## src/rtl/spq_pkg.sv

```systemverilog
`timescale 1ns / 1ps
// Shared types and codes for the sorted priority queue.
// No dependencies; every other file imports this package.
package spq_pkg;

    localparam int CMD_W   = 2;
    localparam int VALUE_W = 32;
    localparam int POS_W   = 6;
    localparam int STAT_W  = 3;
    localparam int COUNT_W = 7;

    localparam logic [CMD_W-1:0] CMD_INSERT = 2'd0;
    localparam logic [CMD_W-1:0] CMD_DELETE = 2'd1;
    localparam logic [CMD_W-1:0] CMD_READ   = 2'd2;

    localparam logic [STAT_W-1:0] ST_OK        = 3'd0;
    localparam logic [STAT_W-1:0] ST_FULL      = 3'd1;
    localparam logic [STAT_W-1:0] ST_EMPTY     = 3'd2;
    localparam logic [STAT_W-1:0] ST_NOT_FOUND = 3'd3;
    localparam logic [STAT_W-1:0] ST_BAD_POS   = 3'd4;

    typedef struct packed {
        logic [CMD_W-1:0]          command;
        logic signed [VALUE_W-1:0] value;
        logic [POS_W-1:0]          position;
    } spq_cmd_t;

    typedef struct packed {
        logic [STAT_W-1:0]         status;
        logic signed [VALUE_W-1:0] read_value;
        logic [COUNT_W-1:0]        entry_count;
    } spq_rsp_t;

    // Compare results each cell latches when a command is taken
    typedef struct packed {
        logic gt;   // occupied and larger than the command value
        logic eq;   // occupied and equal to the command value
        logic sel;  // occupied and addressed by the read position
    } spq_flags_t;

    // Update broadcast to every cell
    typedef struct packed {
        logic                      ins;
        logic                      del;
        logic signed [VALUE_W-1:0] value;
    } spq_ctrl_t;

endpackage

```

## src/rtl/spq_cell.sv

```systemverilog
`timescale 1ns / 1ps
// One slot of the sorted chain: holds an entry, latches its compare flags,
// and shifts toward either neighbor on insert or delete. Uses spq_pkg.
module spq_cell #(
    parameter int INDEX = 0,
    parameter int CW    = 7
) (
    input  logic                               clk,
    input  logic                               cmp_en,
    input  logic signed [spq_pkg::VALUE_W-1:0] cmp_value,
    input  logic [spq_pkg::POS_W-1:0]          cmp_position,
    input  logic [CW-1:0]                      count,
    input  spq_pkg::spq_ctrl_t                 ctrl,
    input  logic signed [spq_pkg::VALUE_W-1:0] prev_entry,
    input  logic                               prev_gt,
    input  logic signed [spq_pkg::VALUE_W-1:0] next_entry,
    output logic signed [spq_pkg::VALUE_W-1:0] entry,
    output spq_pkg::spq_flags_t                flags
);
    import spq_pkg::*;

    localparam logic ADDRESSABLE = (INDEX < (1 << POS_W));

    logic signed [VALUE_W-1:0] entry_reg;
    spq_flags_t                flags_reg;
    spq_flags_t                flags_next;
    logic                      occupied;
    logic                      pos_hit;

    assign occupied = (CW'(INDEX) < count);
    assign pos_hit  = ADDRESSABLE && (cmp_position == POS_W'(INDEX));

    always_comb
    begin
        flags_next.gt  = occupied && (entry_reg > cmp_value);
        flags_next.eq  = occupied && (entry_reg == cmp_value);
        flags_next.sel = occupied && pos_hit;
    end

    always_ff @(posedge clk)
    begin
        if (cmp_en)
        begin
            flags_reg <= flags_next;
        end
    end

    // Cells at or past the insertion point take from the left; the first
    // of them takes the new value. Delete pulls from the right.
    always_ff @(posedge clk)
    begin
        if (ctrl.ins && !flags_reg.gt)
        begin
            entry_reg <= prev_gt ? ctrl.value : prev_entry;
        end
        else if (ctrl.del && !flags_reg.gt)
        begin
            entry_reg <= next_entry;
        end
    end

    assign entry = entry_reg;
    assign flags = flags_reg;

endmodule

```

## config.mk

```make
export PLATFORM = sky130hd
export DESIGN_NAME = spq_cell
export DESIGN_NICKNAME = d
export VERILOG_FILES = /design/src/rtl/spq_pkg.sv /design/src/rtl/spq_cell.sv
export SDC_FILE = /design/constraint.sdc
export NUM_CORES = 1
export LEC_CHECK = 0
export ABC_AREA = 1
export BUFFER_PORTS_ARGS = -buffer_cell sky130_fd_sc_hd__buf_4
export CAP_MARGIN = 0
export CORE_MARGIN = 2
export CORE_UTILIZATION = 42
export DETAILED_ROUTE_END_ITERATION = 8
export HOLD_SLACK_MARGIN = 0.15
export PLACE_DENSITY = 0.78
export RECOVER_POWER = 100
export SLEW_MARGIN = 10
export SYNTH_ARGS = -nofsm -noshare
export SYNTH_HDL_FRONTEND = slang
export SYNTH_SLANG_ARGS = --single-unit
```

## constraint.sdc

```tcl
create_clock -name clk -period 3.2 [get_ports clk]
set_clock_uncertainty 0.15 [all_clocks]
set_input_delay 0.16 -clock clk [delete_from_list [all_inputs] [get_ports clk]]
set_output_delay 0.16 -clock clk [all_outputs]
set_load 0.01 [all_outputs]
```

* Yosys cells after proc, flatten, opt, wreduce, memory -nomap -nowiden
Index checks and enable logic that the tools add are counted. W data, S select, Z words.
Operators by class: magnitude comparators 2, eq/ne operators 1, muxes and demuxes 3, reduce and logical (&&, ||, !) cells 8
Operators with widths (number):
- $mux W32 | 3
- $eq A32 B32 Y1 | 1
- $gt A32 B32 Y1 | 1
- $lt A1 B7 Y1 const A | 1
- $logic_not A6 Y1 | 1
- $logic_and A1 B1 Y1 | 5
- $reduce_bool A2 Y1 | 1
- $logic_not A1 Y1 | 1
Word-level totals: bits in registers 35, input port bits 146, output and inout port bits 35, word-level logic and storage cells 18

* Longest topological paths before layout
Gate-level depths: netlist of run 1.
depth after elaboration 4, depth in mapped cells 16, gate-level depth less buffers 16

* Worst setup path before layout of run 1
No wires, ideal clock.
kind flip-flop to flip-flop, from register flags_reg (netlist bit flags[2]), to register entry_reg[0] (netlist: entry[0]) (enable), setup time 0.422 ns, arrival 1.880 ns, data required time 2.628 ns, setup slack 0.748 ns, cell stages (with the launch flop) 2, path buffers 0, period minus slack after synthesis 2.452 ns, path through edfxtp_1 -> nor2_1
Between the ends: word-level cells in the longest chain between the ends 3, elaborated cells on any way between the ends 4, classes of those cells reduce/logical: 4
Ends and longest elaborated chain:
- from (decl) | line spq_cell.sv:25 | spq_flags_t flags_reg;
- from (signal assigned) | line spq_cell.sv:44 | flags_reg <= flags_next;
- $logic_not A1 Y1 * | line spq_cell.sv:52, spq_cell.sv:56
- $logic_and A1 B1 Y1, on equally long branches | line spq_cell.sv:52, spq_cell.sv:56
- $reduce_bool A2 Y1 (no source line) *
- to (signal assigned) | line spq_cell.sv:54 | entry_reg <= prev_gt ? ctrl.value : prev_entry;
- to (signal assigned) | line spq_cell.sv:58 | entry_reg <= next_entry;
- to (decl) | line spq_cell.sv:24 | logic signed [VALUE_W-1:0] entry_reg;
Every way passes the cells marked *; elsewhere a longest branch is shown, timed or not. A chain may end at the register's enable or synchronous reset.

* Worst setup path in the final report of run 1
from register flags_reg (netlist bit flags[2]), to register entry_reg[17] (netlist: entry[17]) (enable)
The elaborated chain is that of the path after synthesis.

==> results of run 1 <==
cell type report:
class,instances,area [um2]
Timing Repair Buffer,247,1900
Fill cell,444,1360
Multi-Input combinational cell,244,1350
Sequential cell,35,1050
Inverter,43,161
Tap cell,75,93.8
Clock buffer,7,76.3
Clock inverter,1,5.00
kinds of logic after synthesis:
kind of cell	share of synthesized area
AND/OR/NAND/NOR	0.252
buffers and inverters	0.0852
AO/OA/AOI/OAI	0.111
flip-flops	0.400
adder cells (fa/ha/maj)	0.152
path summary, 6_finish.rpt:
path,startpoint,end,slack (ns)
worst max register to register,flags[2],entry[17],0.90
worst max-delay path,flags[2],entry[17],0.90
worst min register to register,entry[31],flags[2],0.74
worst min-delay path,ctrl[1],entry[1],0.15
where the power goes:
part	total (uW)	internal [uW]	switching [uW]	leakage, uW
registers	621	589	32.2	0.000333
logic	628	328	299	0.00190
clock network	313	153	160	0.0000422
total	1560	1070	492	0.00228
per-stage QoR:
step                hold WS (ns)  std cells  worst slack [ns]
floorplan                  0.122        335             0.748
global placement           0.242        578              1.33
detailed placement         0.244        578              1.28
CTS                        0.151        651              1.01
global route               0.158        652             0.762
finish                     0.152        652             0.904
per-layer routing:
layer / wire length, um / vias to the layer above / GRT usage
met3: 637 / 33 / 0.0567
li1: - / 1597 / -
met5: 0 / - / 0
met4: 400 / 0 / 0.142
met1: 3450 / 1494 / 0.275
met2: 5310 / 154 / 0.545
Yosys cell counts:
cell,n
nand2_1,102
nor2_1,46
inv_1,41
edfxtp_1,35
a31oi_1,32
ha_1,32
a21oi_1,13
buf_2,11
nand3_1,3
nand4_1,3
nor2_2,3
clkbuf_1,2
inv_2,2
o21ai_0,2
a21o_1,1
nand2_2,1
nor2_4,1
nor3_2,1
nor4_1,1
nor4_2,1
o21a_2,1
or4_1,1
==> impl_results.md, run 1 <==
- Violated checks: capacitance limit, slew limit
- Total Routing Usage GR: 0.280
- Peak VDD IR: about 0.24 mV
- Antenna-violating nets left: 0
- CP max-delay cell: nor2_2
- Via count: roughly 3300
- PwrDens: 337 nW/um2
- Antenna Diode Count: 0
- Drt total wl: approximately 10 mm
- Relative slew slack: -0.131
- Cell taking the most area after synthesis: edfxtp_1
- RSZ-0062 raised after global routing: no
- Core area: 5990 um2
- CTS resizes: 0
- Hold path cells: 3
- Die height: 83.1 um
- Critical Path End Type: flop
- Final Max Slew Viols: 33
- Worst Hold Class: in -> reg
- Worst Path Arrival: 2.03 ns
- Clock Latency Late Sink: 0.28 ns
- Post-route cell area: 4630 um2
- Clock Sinks: 35
- Actual slew at the worst max-slew pin: 1.70 ns
- Num rows: 28
- Setup CP Type: reg -> reg
- Status: complete, but fails checks
- Layout Nets: 754
- Postcts setup bufs: 0
- Routed len/inst: 15.0 um
- PortBufs: 180
- Cell family with most CP delay: simple AND/OR/NAND/NOR gates
- CP Data Required Time: roughly 2.9 ns
- H-tree depth: 2
- Share of the synthesized area in the top cell type: 0.400
- First-pass GRT wire length: 15.6 mm
- Deepest clock path buffer count: 2
- Clock root buffer: clkbuf_8
- Critical path launch point type: flop
- Yosys warns: 0
- CTS buffer count: 5
- Most frequent cells in the layout: buf_4, nand2_1, dlygate4sd3_1
- Post-Syn Area: 2630 um2
- # hold bufs at CTS: 65
- Syn_area_per_cell: ~7.8 um2
- Unique cell type count in the Yosys netlist: 22
- Placed instance area: 4040 um2
- Tmin final: 2.30 ns
- Die width: 83.1 um
- Initial antenna violation count: 0
- Total power: 1560 uW
- Vias in the first global route: 3535
- CTS tree: done
- Flop and latch count out of synthesis: 35
- Net Count, Synth: 513
- 1st-iter DRT viols: 148
- Via/cell ratio: 5.03
- Final period util: 0.718
- Residual DRC: 0
- Largest cells by area after synthesis: edfxtp_1, ha_1, nand2_1
- Stages on the worst setup path: 1
- Highest clock rate: 436 MHz
- Worst r2r path cells: 1
- Max FFs per register: 32
- Initial Util: 0.439
- Syn Inst Count: around 340
- Area growth syn-to-layout: 76.2%
- I/O Pins: 181
- Die Outline Area: 6910 um2
- Grt total ovfl: 0
- Crit path cell chain: nor2_2
- Final setup vio count: 0
- Leak: 0.00228 uW
- Hold Violations, Final: 0
- Largest net degree at the start of global routing: 65
- Final RePlAce weighted congestion: between 0.8 and 0.9
- Most common cell after layout, fill and taps aside: buf_4
- Max stage delay on crit path: 1.28 ns
- Ratio of cells with drive above 1 in the final layout: 0.279
- DP HPWL: roughly 6.4 mm
- Worst-path clk slew: 0.08 ns
- First-pass DRT Iterations: 4
- Max Cap Viol: 1
- Final Util: 0.773
- Post-route setup TNS: 0 ns
- Crit path max fanout: 32
- Bufs and invs on worst path: 0
- Post-synthesis sequential area ratio: 0.400
No activity file was read; power rests on OpenSTA's default activity.
==> run 2: changes to the inputs <==
--- a/config.mk
+++ b/config.mk
@@ -5,7 +5,7 @@
 export SDC_FILE = /design/constraint.sdc
 export NUM_CORES = 1
 export LEC_CHECK = 0
-export ABC_AREA = 1
+export ABC_AREA = 0
 export BUFFER_PORTS_ARGS = -buffer_cell sky130_fd_sc_hd__buf_4
 export CAP_MARGIN = 0
 export CORE_MARGIN = 2
==> constraint.sdc (replaced) <==
create_clock -name clk -period 2.39 [get_ports clk]
set_clock_uncertainty 0.15 [all_clocks]
set_input_delay 0.1195 -clock clk [delete_from_list [all_inputs] [get_ports clk]]
set_output_delay 0.1195 -clock clk [all_outputs]
set_load 0.01 [all_outputs]
==> run 2 against run 1 <==
The run now ends clean. Flip-flop and latch count unchanged. Sequential power up 37%. Critical path depth rose by 4. First-iteration DRC count down 48%. Synthesized cell count decreased by 21%.
==> impl_results.md, run 2 <==
- Num rows: 28
- Tmin final: approximately 2.3 ns
- Bufs and invs on worst path: 2
- I/O Pins: 181
- Final period util: 0.946
- Worst Path Arrival: between 2 and 2.5 ns
- Critical Path End Type: flop
- CTS tree: done
- Register area: around 1100 um2
- Logic pwr share: 0.397
- CP Data Required Time: around 2.3 ns
- Residual DRC: 0
- Clock root buffer: clkbuf_8
- Worst-path clk slew: 0.08 ns
- Clock Latency Late Sink: approximately 0.28 ns
- Syn Inst Count: 266
- Share of the synthesized area in the top cell type: 0.401
- Async SR Flop Fraction: 0
- Final Max Slew Viols: 0
- 1st-iter DRT viols: 77
- Top_reg_cell synth: edfxtp_1
- Area growth syn-to-layout: 81.2%
- Total power: 2270 uW
- Status: finished, final reports clean
- Post-route cell area: roughly 4800 um2
- Core area: 5990 um2
- PwrDens: 479 nW/um2
- Die Outline Area: 6890 um2
- Post-synthesis sequential area ratio: 0.401
- Routed len/inst: ~16 um
- Largest cells by area after synthesis: edfxtp_1, ha_1, mux2i_1
- RSZ-0062 raised after global routing: no
- Worst Hold Class: in -> reg
- Grt total ovfl: 0
- First-pass DRT Iterations: 6
- Via count: 3003
- Max FFs per register: 32
- Initial antenna violation count: 0
- Most frequent cells in the layout: buf_4, dlygate4sd3_1, nand2_1
- Final setup vio count: 0
- Most common cell in the netlist: nand2_1
- Final RePlAce weighted congestion: 0.816
- Yosys warns: 0
- Hold Violations, Final: 0
- Net Count, Synth: 444
- Post-Syn Area: 2620 um2
- Vias in the first global route: ~3300
- Flop and latch count out of synthesis: 35
- DP HPWL: 6.29 mm
- Crit path cell chain: nand2b_2, nand2_1, dlygate4sd3_1, o21ai_0, dlygate4sd3_1
- Place WS: 0.0832 ns
- First-pass GRT wire length: 15.0 mm
- Final WS setup: between 0.1 and 0.15 ns
- Syn_area_per_cell: 9.85 um2
- CTS buffer count: 5
- Via/cell ratio: just over 5
- Clock Sinks: 35
- Actual slew at the worst max-slew pin: 1.21 ns
- CP dominant cell by count: dlygate4sd3_1
- Total Routing Usage GR: 0.269
- Deepest clock path buffer count: 2
- CP max-delay cell: dlygate4sd3_1
- Relative slew slack: 0.188
- H-tree depth: 2
- Number of synthesized flops with an enable pin: 35
- Sequential share of power: 0.373
- Post-route setup TNS: 0 ns
- # fillers: between 400 and 500
- Critical path launch point type: flop
- Max stage delay on crit path: 0.57 ns
- Antenna Diode Count: 0
- Leak: around 0.0023 uW
- Max Cap Viol: 0
- Sw Pwr: 678 uW
- Die width: a little over 80 um
- Synth cell count leaders: nand2_1, edfxtp_1, inv_1, o21ai_0
- Antenna-violating nets left: 0
- Final Util: 0.793
- PortBufs: 180
- Peak VDD IR: 0.321 mV
- Largest net degree at the start of global routing: 64
- Most common cell after layout, fill and taps aside: buf_4
- Layout Nets: roughly 700
- Sw Share: 0.298
- Multi-input logic area: ~1400 um2
- Cell taking the most area after synthesis: edfxtp_1
- Drt total wl: 9.32 mm
- Placed instance area: roughly 4000 um2
- Initial Util: 0.438
- Cell family with most CP delay: buffers and inverters
- Ratio of cells with drive above 1 in the final layout: 0.319
- Unique cell type count in the Yosys netlist: 28
- Crit path max fanout: 2
- Die height: 83 um
- Setup CP Type: reg -> reg
- Clock Power Share: 0.230
- Int Pwr: 1600 uW
- Highest clock rate: 442 MHz
## run 2: cell type report
| class | count | area share |
|---|---|---|
| sequential | 35 | 0.221 |
| timing repair buffer | 255 | 0.413 |
| tap | 75 | 0.0198 |
| clock inverter | 3 | 0.00816 |
| inverter | 33 | 0.0261 |
| multi-input combinational | 187 | 0.298 |
| clock buffer | 5 | 0.0145 |
## run 2: metrics by stage
step	instances	hold WS (ns)
2_1_floorplan	266	0.0820
3_3_place_gp	515	0.212
3_5_place_dp	515	0.210
4_1_cts	592	0.165
5_1_grt	593	0.176
6_report	593	0.140
## run 2: final timing paths
check,slack [ns],cells past startpoint,to,startpoint
min,0.14,3,entry[21],prev_entry[21]
min reg2reg,0.71,3,flags[2],entry[31]
max,0.13,5,entry[28],flags[2]
max reg2reg,0.13,5,entry[28],flags[2]
## run 2: cells by family after synthesis
family / Yosys count / share of synthesized area
flip-flops: 35 / 0.401
multiplexers: 32 / 0.122
adder cells (fa/ha/maj): 32 / 0.153
AND/OR/NAND/NOR: 66 / 0.123
buffers and inverters: 44 / 0.0644
AO/OA/AOI/OAI: 57 / 0.137
## run 2: power groups by stage
stage               clock network (uW)  logic (uW)  registers (uW)
finish                             523         903             849
floorplan                            0         333             901
global placement                     0         772             859
detailed placement                   0         789             864
global route                       559         996             860
CTS                                523         938             851
## run 2: per-layer routing
metal	vias up	wire length (um)	global-route usage
li1	1457	-	-
met1	1400	3350	0.267
met2	126	5220	0.534
met3	20	468	0.0596
met4	0	276	0.103
met5	-	0	0
## run 2: worst reg2reg max path, stage by stage, from the launching register on
cell	delay, ns
edfxtp_1	0.38
nand2b_2	0.22
nand2_1	0.07
dlygate4sd3_1	0.53
o21ai_0	0.08
dlygate4sd3_1	0.57
## run 2: timing repair
item | in CTS | in global routing
endpoints found under the setup margin | 0 | 2
setup buffers | 0 | 1
hold buffers | 69 | 0
endpoints found under the hold margin | 37 | 0
gates resized for setup | 0 | 2
==> run 3: changes to the inputs <==
==> constraint.sdc (replaced) <==
create_clock -name clk -period 2.39 [get_ports clk]
set_clock_uncertainty 0.15 [all_clocks]
set_input_delay 0.239 -clock clk [delete_from_list [all_inputs] [get_ports clk]]
set_output_delay 0.239 -clock clk [all_outputs]
set_load 0.01 [all_outputs]
==> run 3 against run 2 <==
Combinational power down 15%. Global-route usage decreased by 2.0 points. Largest power group is now registers. Critical path depth is 2 higher. Via count is 7.8% lower. Power shrank 0.78%. Cell count down 5.9%. Clock-buffer cell count increased by 1. Maximum frequency is essentially flat. Sequential share of layout area up 1.7 points. Largest cell class unchanged. First-iteration DRC count fell by 14%. Wire length shrank 10%. Cell area shrank 7.2%.
==> impl_results.md, run 3 (synthesis results as in run 2) <==
- Crit path max fanout: 3
- I/O Pins: 181
- Post-route cell area: 4410 um2
- Max Cap Viol: 0
- Critical Path End Type: flop
- Total Routing Usage GR: 0.249
- H-tree depth: 2
- R2R setup slack: 0.13 ns
- Hold path cells: 3
- Crit path cell chain: ha_1, a21oi_2, o21ai_1, a221o_1, a2111oi_4, a21o_1, nand2_1
- Final RePlAce weighted congestion: 0.806
- Setup CP Type: reg -> reg
- Clock Sinks: 35
- Final setup vio count: 0
- Deepest clock path buffer count: 2
- Status: finished, final reports clean
- Die width: about 83 um
- Most common cell after layout, fill and taps aside: buf_4
- Postcts setup bufs: 0
- Worst Hold Class: in -> reg
- CTS tree: done
- Final Max Slew Viols: 0
- Max stage delay on crit path: about 0.4 ns
- CP Data Required Time: between 2 and 2.5 ns
- Die Outline Area: 6890 um2
- Worst hold path startpoint: ctrl[24]
- Placed instance area: 4080 um2
- Final period util: 0.945
- Initial Util: 0.438
- Antenna Diode Count: 0
- Vias in the first global route: between 2000 and 3000
- Most frequent cells in the layout: buf_4, nand2_1, clkbuf_1
- Max FFs per register: 32
- Reg2reg end: flags[2]
- First-pass DRT Iterations: 4
- Worst-path clk slew: 0.08 ns
- Routed len/inst: 15.0 um
- Post-route setup TNS: 0 ns
- Grt total ovfl: 0
- Worst r2r path cells: 7
- Leak: around 0.0022 uW
- RSZ-0062 raised after global routing: no
- Highest clock rate: between 400 and 500 MHz
- Layout Nets: 660
- Hold Violations, Final: 0
- PwrDens: 512 nW/um2
- Num rows: 28
- Critical path launch point type: flop
- First-pass GRT wire length: roughly 14 mm
- DP HPWL: approximately 6.3 mm
- Clock Latency Late Sink: 0.29 ns
- Via count: 2769
- Via/cell ratio: slightly below 5
- Drt total wl: 8.37 mm
- CP max-delay cell: edfxtp_1
- Core area: 5990 um2
- Clock root buffer: clkbuf_8
- Area growth syn-to-layout: 68.1%
- Placed cells: a little over 500
- CTS buffer count: 5
- Ratio of cells with drive above 1 in the final layout: 0.331
- Hold EP: entry[24]
- Peak VDD IR: 0.317 mV
- Residual DRC: 0
- CTS resizes: 0
- Tmin final: 2.26 ns
- Final std cells w/o fill: 558
- Largest net degree at the start of global routing: 35
- PortBufs: 180
- Initial antenna violation count: 0
- Relative slew slack: 0.333
- Reg-to-Reg Start: entry[19]
- Die height: 83 um
- Actual slew at the worst max-slew pin: 1.00 ns
- Worst Path Arrival: 2.16 ns
- 1st-iter DRT viols: 66
- Antenna-violating nets left: 0
run 3: cell count changes in the layout (fill, tap and decap cells not counted), sizes merged:
| cell | before | now |
|---|---|---|
| dlygate4sd3 | 69 | 35 |
| buf | 149 | 147 |
| clkbuf | 42 | 44 |
| clkinv | 2 | 0 |
| bufinv | 1 | 2 |
run 3: worst max-delay path: cells and delay by family (launching register included):
kind / cells / cell delay [ns]
and+or+nand+nor: 1 / 0.04
DFF: 1 / 0.40
adders and majority gates: 1 / 0.33
AOI/OAI and AO/OA: 5 / 1.10
run 3: routing by layer:
| metal | share of wire | vias up | global-route usage |
|---|---|---|---|
| met2 | 0.55 | 109 | 0.477 |
| met1 | 0.37 | 1255 | 0.263 |
| met3 | 0.067 | 17 | 0.0666 |
| met4 | 0.021 | 0 | 0.0730 |
| li1 | - | 1388 | - |
| met5 | 0 | - | 0 |
run 3: how the worst max path moves through the flow:
| stage | slack, ns | depth (start not counted) | startpoint | to |
|---|---|---|---|---|
| after floorplan | 0.14 | 7 | entry[19] | flags[2] |
| after global placement | 0.12 | 7 | entry[19] | flags[2] |
| after detailed placement | 0.07 | 7 | entry[19] | flags[2] |
| after CTS | 0.07 | 7 | entry[19] | flags[2] |
| after global routing | 0.03 | 8 | entry[31] | flags[2] |
| final | 0.13 | 7 | entry[19] | flags[2] |
run 3: timing repair:
item                                   in CTS  in global routing
setup endpoints to repair                   0                  1
hold buffers                               35                  0
endpoints found under the hold margin      36                  0
run 3: area by class of cell:
class                   instances  area (um2)
repair buffers                220        1610
flip-flops and latches         35        1050
well taps                      75        93.8
multi-input cells             187        1400
inverters                      33         124
fillers                       444        1580
clock buffers                   6        72.6
clock inverters                 2        60.1
run 3: metrics by stage:
step / utilization / setup slack (ns) / hold WS [ns] / power, uW
3_5_place_dp: 0.681 / 0.0695 / 0.330 / 1660
5_1_grt: 0.736 / 0.0265 / 0.171 / 2390
2_1_floorplan: - / 0.135 / 0.201 / 1230
3_3_place_gp: 0.681 / 0.123 / 0.329 / 1630
4_1_cts: 0.762 / 0.0665 / 0.154 / 2340
6_report: 0.736 / 0.132 / 0.155 / 2260
run 3: where the power goes:
part	internal, uW	total (uW)	switching (uW)
combinational	388	766	378
clock	417	639	222
sequential	802	852	50.6
